### src/rtl/lfcd_pkg.sv
// Shared types and constants for the length framed command deframer.
`timescale 1ns / 1ps

package lfcd_pkg;

  // Parser modes; any other value reached through a length byte is invalid.
  localparam logic [7:0] MODE_IDLE      = 8'd0;
  localparam logic [7:0] MODE_LENGTH    = 8'd1;
  localparam logic [7:0] MODE_END_CHECK = 8'd2;
  localparam logic [7:0] MODE_COLLECT_3 = 8'd3;
  localparam logic [7:0] MODE_COLLECT_4 = 8'd4;
  localparam logic [7:0] MODE_COLLECT_8 = 8'd8;

  // Command codes carried in the first payload byte.
  localparam logic [7:0] CMD_RESET_SAMPLE = 8'h01;
  localparam logic [7:0] CMD_SAMPLE_TIMER = 8'h02;

  typedef enum logic [1:0] {
    ACT_NONE         = 2'd0,
    ACT_RESET_SAMPLE = 2'd1,
    ACT_SAMPLE_TIMER = 2'd2
  } action_t;

  typedef enum logic [1:0] {
    REG_START_BYTE       = 2'd0,
    REG_END_BYTE         = 2'd1,
    REG_ONE_WORD_LENGTH  = 2'd2,
    REG_TWO_WORDS_LENGTH = 2'd3
  } reg_index_t;

  localparam logic [7:0] RST_START_BYTE       = 8'd170;
  localparam logic [7:0] RST_END_BYTE         = 8'd85;
  localparam logic [7:0] RST_ONE_WORD_LENGTH  = 8'd3;
  localparam logic [7:0] RST_TWO_WORDS_LENGTH = 8'd4;

  typedef struct packed {
    logic [7:0] start_byte;
    logic [7:0] end_byte;
    logic [7:0] one_word_length;
    logic [7:0] two_words_length;
  } cfg_t;

  typedef struct packed {
    logic    accepted;
    action_t action;
  } result_t;

endpackage

### src/rtl/lfcd_parser.sv
// Frame parser state machine: consumes one byte per request and forms its result.
`timescale 1ns / 1ps

module lfcd_parser import lfcd_pkg::*; (
  input  logic       clk,
  input  logic       rst,
  input  logic       take,
  input  logic [7:0] rx_byte,
  input  cfg_t       cfg,
  output result_t    result
);

  logic [7:0] mode, mode_next;
  logic [7:0] frame_length, frame_length_next;
  logic [3:0] payload_count, payload_count_next;
  logic [7:0] first_payload_byte, first_payload_byte_next;

  always_ff @(posedge clk) begin
    if (rst) begin
      mode               <= MODE_IDLE;
      frame_length       <= 8'd0;
      payload_count      <= 4'd0;
      first_payload_byte <= 8'd0;
    end else if (take) begin
      mode               <= mode_next;
      frame_length       <= frame_length_next;
      payload_count      <= payload_count_next;
      first_payload_byte <= first_payload_byte_next;
    end
  end

  always_comb begin
    mode_next               = mode;
    frame_length_next       = frame_length;
    payload_count_next      = payload_count;
    first_payload_byte_next = first_payload_byte;
    result.accepted         = 1'b1;
    result.action           = ACT_NONE;
    case (mode) inside
      MODE_IDLE: begin
        if (rx_byte == cfg.start_byte) mode_next = MODE_LENGTH;
      end
      MODE_LENGTH: begin
        // The length byte doubles as the next mode.
        frame_length_next  = rx_byte;
        mode_next          = rx_byte;
        payload_count_next = 4'd0;
      end
      MODE_END_CHECK: begin
        // The two-word length is reserved and never acts, so only the one-word
        // length is compared.
        if (rx_byte == cfg.end_byte && frame_length == cfg.one_word_length) begin
          if (first_payload_byte == CMD_RESET_SAMPLE) result.action = ACT_RESET_SAMPLE;
          else if (first_payload_byte == CMD_SAMPLE_TIMER) result.action = ACT_SAMPLE_TIMER;
        end
        mode_next = MODE_IDLE;
      end
      MODE_COLLECT_3, MODE_COLLECT_4, MODE_COLLECT_8: begin
        if (payload_count == 4'd0) first_payload_byte_next = rx_byte;
        payload_count_next = payload_count + 4'd1;
        if ({4'd0, payload_count_next} >= frame_length) mode_next = MODE_END_CHECK;
      end
      default: begin
        mode_next       = MODE_IDLE;
        result.accepted = 1'b0;
      end
    endcase
  end

  a_reject_to_idle: assert property (@(posedge clk) disable iff (rst)
    (take && !result.accepted) |=> (mode == MODE_IDLE))
    else $error("parser did not return to idle after a rejected byte");

  a_reject_no_action: assert property (@(posedge clk) disable iff (rst)
    !result.accepted |-> (result.action == ACT_NONE))
    else $error("rejected byte carries an action");

  a_count_bounded: assert property (@(posedge clk) disable iff (rst)
    (mode == MODE_COLLECT_3 || mode == MODE_COLLECT_4 || mode == MODE_COLLECT_8)
      |-> ({4'd0, payload_count} < frame_length))
    else $error("payload count ran past the frame length");

endmodule

### src/rtl/length_framed_command_deframer_top.sv
// Top level of the length framed command deframer: config registers and result buffer.
`timescale 1ns / 1ps

// Takes one received serial byte per request and returns exactly one result (accepted,
// action) for each byte, one byte per clock cycle while in_stall is low. The parser
// state is updated by a single compare-and-increment step at the accepting edge; the
// result is written at that same edge into a two-entry buffer: the output entry, or
// the skid entry while the output entry is held. in_stall rises only while both
// buffer entries are full, so input keeps flowing while one result waits. Registers
// are written by index (0 start byte, 1 end byte, 2 one-word length, 3 two-words
// length); the user must write them only while idle; the block does not enforce it.

module length_framed_command_deframer_top import lfcd_pkg::*; (
  input  logic       clk,
  input  logic       rst,
  input  logic       in_valid,
  output logic       in_stall,
  input  logic [7:0] rx_byte,
  output logic       out_valid,
  input  logic       out_stall,
  output logic       accepted,
  output logic [1:0] action,
  input  logic       cfg_we,
  input  logic [1:0] cfg_index,
  input  logic [7:0] cfg_data
);

  cfg_t    cfg;
  result_t result;
  result_t out_reg, skid_reg;
  logic    skid_valid;
  logic    take, out_taken;

  always_ff @(posedge clk) begin
    if (rst) begin
      cfg.start_byte       <= RST_START_BYTE;
      cfg.end_byte         <= RST_END_BYTE;
      cfg.one_word_length  <= RST_ONE_WORD_LENGTH;
      cfg.two_words_length <= RST_TWO_WORDS_LENGTH;
    end else if (cfg_we) begin
      unique case (reg_index_t'(cfg_index))
        REG_START_BYTE:       cfg.start_byte       <= cfg_data;
        REG_END_BYTE:         cfg.end_byte         <= cfg_data;
        REG_ONE_WORD_LENGTH:  cfg.one_word_length  <= cfg_data;
        REG_TWO_WORDS_LENGTH: cfg.two_words_length <= cfg_data;
        default: ;
      endcase
    end
  end

  assign in_stall  = skid_valid;
  assign take      = in_valid && !skid_valid;
  assign out_taken = out_valid && !out_stall;

  lfcd_parser u_parser (
    .clk     (clk),
    .rst     (rst),
    .take    (take),
    .rx_byte (rx_byte),
    .cfg     (cfg),
    .result  (result)
  );

  // The skid entry is filled only when a new result arrives while the output
  // entry is held, and drains into the output entry when that one is taken.
  always_ff @(posedge clk) begin
    if (rst) begin
      out_valid  <= 1'b0;
      skid_valid <= 1'b0;
    end else begin
      if (skid_valid) begin
        if (out_taken) begin
          out_valid  <= 1'b1;
          skid_valid <= 1'b0;
        end
      end else if (take) begin
        if (out_valid && out_stall) skid_valid <= 1'b1;
        else out_valid <= 1'b1;
      end else if (out_taken) begin
        out_valid <= 1'b0;
      end
    end
  end

  always_ff @(posedge clk) begin
    if (skid_valid) begin
      if (out_taken) out_reg <= skid_reg;
    end else if (take) begin
      if (out_valid && out_stall) skid_reg <= result;
      else out_reg <= result;
    end
  end

  assign accepted = out_reg.accepted;
  assign action   = out_reg.action;

  a_skid_implies_out: assert property (@(posedge clk) disable iff (rst)
    skid_valid |-> out_valid)
    else $error("skid entry holds a result while the output entry is empty");

  a_skid_holds: assert property (@(posedge clk) disable iff (rst)
    (skid_valid && out_stall) |=> (skid_valid && $stable(skid_reg)))
    else $error("buffered result lost while the output is stalled");

  a_action_legal: assert property (@(posedge clk) disable iff (rst)
    out_valid |-> (out_reg.action == ACT_NONE || out_reg.action == ACT_RESET_SAMPLE
                   || out_reg.action == ACT_SAMPLE_TIMER))
    else $error("illegal action code on the output");

  a_result_follows_request: assert property (@(posedge clk) disable iff (rst)
    (in_valid && !in_stall) |=> out_valid)
    else $error("accepted byte produced no result");

endmodule
### config.mk
export PLATFORM = sky130hd
export DESIGN_NAME = length_framed_command_deframer_top
export DESIGN_NICKNAME = d
export VERILOG_FILES = /design/src/rtl/lfcd_pkg.sv /design/src/rtl/lfcd_parser.sv /design/src/rtl/length_framed_command_deframer_top.sv
export SDC_FILE = /design/constraint.sdc
export NUM_CORES = 1
export LEC_CHECK = 0
export BUFFER_PORTS_ARGS = -buffer_cell sky130_fd_sc_hd__buf_2
export CAP_MARGIN = 20
export CORE_UTILIZATION = 30
export DETAILED_ROUTE_END_ITERATION = 10
export GPL_TIMING_DRIVEN = 1
export PLACE_DENSITY = 0.42
export RECOVER_POWER = 100
export SLEW_MARGIN = 15
export SYNTH_ARGS = -nofsm -noshare
export SYNTH_HDL_FRONTEND = slang
export SYNTH_HIERARCHICAL = 1
export SYNTH_SLANG_ARGS = --single-unit
export TNS_END_PERCENT = 20
### constraint.sdc
create_clock -name clk -period 4.4 [get_ports clk]
set_clock_uncertainty 0.05 [all_clocks]
set_input_delay 0 -clock clk [delete_from_list [all_inputs] [get_ports clk]]
set_output_delay 0 -clock clk [all_outputs]
set_load 0.01 [all_outputs]
Yosys cells after proc, flatten, opt, wreduce, memory -nomap -nowiden
Index checks and enable logic that the tools add are counted.

Add/sub/neg operators: 1. Multiply operators: 0. Divide/modulo/power cells: 0. Magnitude comparators: 1. Eq/ne operators: 18. Shift operators: 0. Mux-type cells: 32. Bitwise gates (word level): 4. Reductions and logical operators: 23.

Operators by type and width (count): two-way mux 8 bit (6); equality test 8 x 2 -> 1 bit (second input constant) (3); equality test 8 bit (3); equality test 8 x 1 -> 1 bit (second input constant) (2); AND reduction 3 bit (5); two-way mux 1 bit (13); two-way mux 2 bit (6); two-way mux 3 bit (4); two-way mux 4 bit (3); equality test 8 x 3 -> 1 bit (second input constant) (1); equality test 8 x 4 -> 1 bit (second input constant) (1); greater-or-equal comparator 4 x 8 -> 1 bit (1); zero test 8 bit (1); AND reduction 2 bit (3); AND reduction 6 bit (1); nonzero test 2 bit (3); inequality test 5 x 1 -> 1 bit (second input constant) (1); adder 4 x 1 -> 4 bit (second input constant) (1); logical AND 1 bit (4); zero test 4 bit (1); inequality test 2 x 1 -> 1 bit (second input constant) (2); inequality test 2 bit (second input constant) (2); NOT 1 bit (4); AND reduction 4 bit (1); 6 further kinds (7).

Flip-flop bits (word level): 60. Bits in latches: 0. RAM bits: 0. Memory bits (read-only): 0. Bits of input ports: 23. Output and inout bits: 5. Logic and storage cells: 92. Memories kept: 0.

Longest topological paths before layout
Depth in word-level cells: 10. Gate-level depth with buffers: 8. Depth with buffers taken out: 7.

Hierarchy
Netlist, hierarchy kept.

Modules (own cells, without submodules): lfcd_parser (instances 1, cells each 192, area an instance 1652.8 um^2, seq. area each 560.5 um^2); length_framed_command_deframer_top (instances 1, cells each 151, area an instance 1626.6 um^2, seq. area each 860.8 um^2).

Least setup slack after synthesis
Ideal clock, no wire load.

Kind: register -> register. Start point: register u_parser.payload_count[0]. End point: register u_parser.mode[1]. Library setup time: 72 ps. Arrival: 1812 ps. Data required time: 4278 ps. Path slack: 2467 ps. Cell stages (with the launch flop): 8. Path buffers: 0. Period minus slack after synthesis: 1933 ps. Path through: dfxtp_1 ha_1 xor2_1 ha_1 a211o_1 a31oi_1 o221a_4 mux2i_1.

Cells in the longest elaborated chain, start to end: 4.

Ends and longest elaborated chain: start, declared (line lfcd_parser.sv:15) `logic [3:0] payload_count, payload_count_next;`; start signal, assigned (line lfcd_parser.sv:27) `payload_count <= payload_count_next;`; adder 4 x 1 -> 4 bit (line lfcd_parser.sv:60) `payload_count_next = payload_count + 4'd1;`; greater-or-equal comparator 4 x 8 -> 1 bit (line lfcd_parser.sv:61) `if ({4'd0, payload_count_next} >= frame_length) mode_next = MODE_END_CHECK;`; inequality test 5 x 1 -> 1 bit (no source line); AND reduction 3 bit (no source line); end signal, assigned (line lfcd_parser.sv:25) `mode <= mode_next;`; end, declared (line lfcd_parser.sv:13) `logic [7:0] mode, mode_next;`.

No other way between the ends. A chain may end at the register's enable or synchronous reset.

==> results_dict.tcl <==
set metrics [dict create \
    drc 0 \
    place.gp.congestion 0.7890 \
    ant_nets 0 \
    vias_per_cell 4.758 \
    clock_latency_ns 0.34 \
    crit_path_start_kind "input port" \
    fp.dieW_um 101.7 \
    avgSynthCellArea_um2 9.402 \
    syn_nets 346 \
    cts_tree "yes" \
    syn_area_um2 2980 \
    clkPwrFrac_pct 45.8 \
    dp.cells 461 \
    path_cells "clkbuf_1 -> clkbuf_1 -> nor2_1 -> mux2i_1 -> dlygate4sd3_1" \
    tns_ns 0 \
    violations "max-capacitance violations, max-slew violations" \
    h-tree-depth 3 \
    grt_pass1_wl_mm 12.32 \
    hold_viol_final 0 \
    ctsResizeCount 0 \
    io_pins 28 \
    rsz0062_at_grt "false" \
    post_cts_buffers 0 \
    final_net_count 390 \
    fmax_ghz 0.3743 \
    drtIter0Drc 88 \
    crit_arrival_ns 2.91 \
    hold_class "in -> reg" \
    final_common_cell "dfxtp_1" \
    setup_violations 0 \
    clock-root-buffer "clkbuf_8" \
    slew_headroom_pct -5.082 \
    post-place-ws_ns 2.123 \
    layout.cells.non_filler 499 \
    power-per-cell-area_nw_per_um2 342.1 \
    die_y_um 101.7 \
    crit_type "in -> reg" \
    dieArea_um2 10340 \
    status "complete, but fails checks" \
    first_pass_iters 4 \
    use_met2_pct 25.78 \
    dp_hpwl_mm 5.567 \
    hold_buffers 22 \
    seqPwrFrac_pct 45.6 \
    synth_warnings 6 \
    synthCells 317 \
    cap_violations 1 \
    grt.busiest_layer "met2" \
    endpoint_kind "flip-flop" \
    cp.required_ns 4.64 \
    swShare_pct 23.37 \
    clk_pin_slew_worst_paths_ns 0.07 \
    rows 36 \
    leakagePower_uw 0.001499 \
    largest_reg_flops 24 \
    final_cell_mix "54 x dfxtp_1, 35 x nor2_1, 33 x mux2i_1" \
    pwr-share-comb_pct 8.6 \
    antenna_found_initial 0 \
    wirelength_mm 7.692 \
    synthToLayoutAreaGrowth_pct 22.71 \
    p_int_uw 958.9 \
    fin_ws_ns 1.728 \
    worst_slew_pin_slew_ns 1.576 \
    critPathMaxStageDelay_ns 1.22 \
    power_switching_uw 292.4 \
    grtUsageMet1_pct 21.79 \
    peakVddDrop_v 0.0001093 \
    wl_per_cell_um 15.41 \
    cts_buffers 9 \
    fin_crit_ns 2.672 \
    gr-total-overflow 0 \
    cts.sinks 60 \
    vias 2374 \
    top_register "cfg" \
    finalCritPeriodShare_pct 60.72 \
    fill_cells 989 \
    core-area_um2 9684 \
    start_util_pct 30.78 \
    drive_gt1_share_pct 11.48 \
    n_antenna_cell 0 \
    slew_viol_final 45 \
    cts_buffer_depth 2 \
    grtUsageMet3_pct 2.761 \
    grt_max_degree 45 \
    slowest_stage "clkbuf_1" \
    grt.total_usage_pct 16.36 \
    critPathMaxFanout 44 \
    cp_common_cell "clkbuf_1" \
    io_buffers 27 \
    grt_pass1_vias 2315 \
]
[path summary, 6_finish.rpt]
path	startpoint	to	slack (ns)	cells after the start
setup reg to reg	u_parser/mode[7]$_SDFFE_PP0P_	u_parser/mode[7]$_SDFFE_PP0P_	2.09	4
setup / recovery	rst	cfg[29]$_SDFFE_PP1P_	1.73	5
hold reg to reg	u_parser/first_payload_byte[7]$_SDFFE_PP0P_	u_parser/first_payload_byte[7]$_SDFFE_PP0P_	0.42	2
hold / removal	cfg_we	cfg[23]$_SDFFE_PP0P_	0.02	3
[power groups by stage]
| stage | Clock (uW) | Sequential (uW) | Combinational [uW] |
|---|---|---|---|
| 6_report | 573 | 571 | 107 |
| 5_1_grt | 613 | 572 | 119 |
| 4_1_cts | 591 | 571 | 109 |
| 3_5_place_dp | 0 | 583 | 94.5 |
| 3_3_place_gp | 0 | 583 | 95.1 |
| 2_1_floorplan | 0 | 581 | 56.6 |
[area by class of cell]
type	instances	area [um2]	area share, %
Clock inverter	4	72.57	1.984
Tap cell	133	166.4	4.550
Clock buffer	12	155.1	4.242
Inverter	9	33.78	0.9237
Sequential cell	60	1261	34.49
Multi-Input combinational cell	230	1609	44.00
Timing Repair Buffer	51	359.1	9.819
[worst max-delay path: cells and delay by family]
| kind | cells | cell delay (ns) |
|---|---|---|
| AND/OR/NAND/NOR | 1 | 0.09 |
| multiplexers | 1 | 0.18 |
| buffers and inverters | 3 | 2.62 |
[metal layers]
metal	share of wire, %	wire [um]
met2	46	3553
met3	2.9	226
met4	1.8	138
met5	0	0
met1	49	3774
[per-stage QoR]
stage / hold WS (ns) / total power (uW) / utilization, % / area, um2
after floorplan: 0.07569 / 638.1 / - / 2980
after global placement: 0.2212 / 678.3 / 33.26 / 3221
after detailed placement: 0.2269 / 677.9 / 33.26 / 3221
after CTS: 0.01550 / 1271 / 37.88 / 3669
after global routing: 0.04466 / 1305 / 37.76 / 3657
final: 0.02462 / 1251 / 37.76 / 3657
Note: power is estimated with default switching activity, not from simulation.
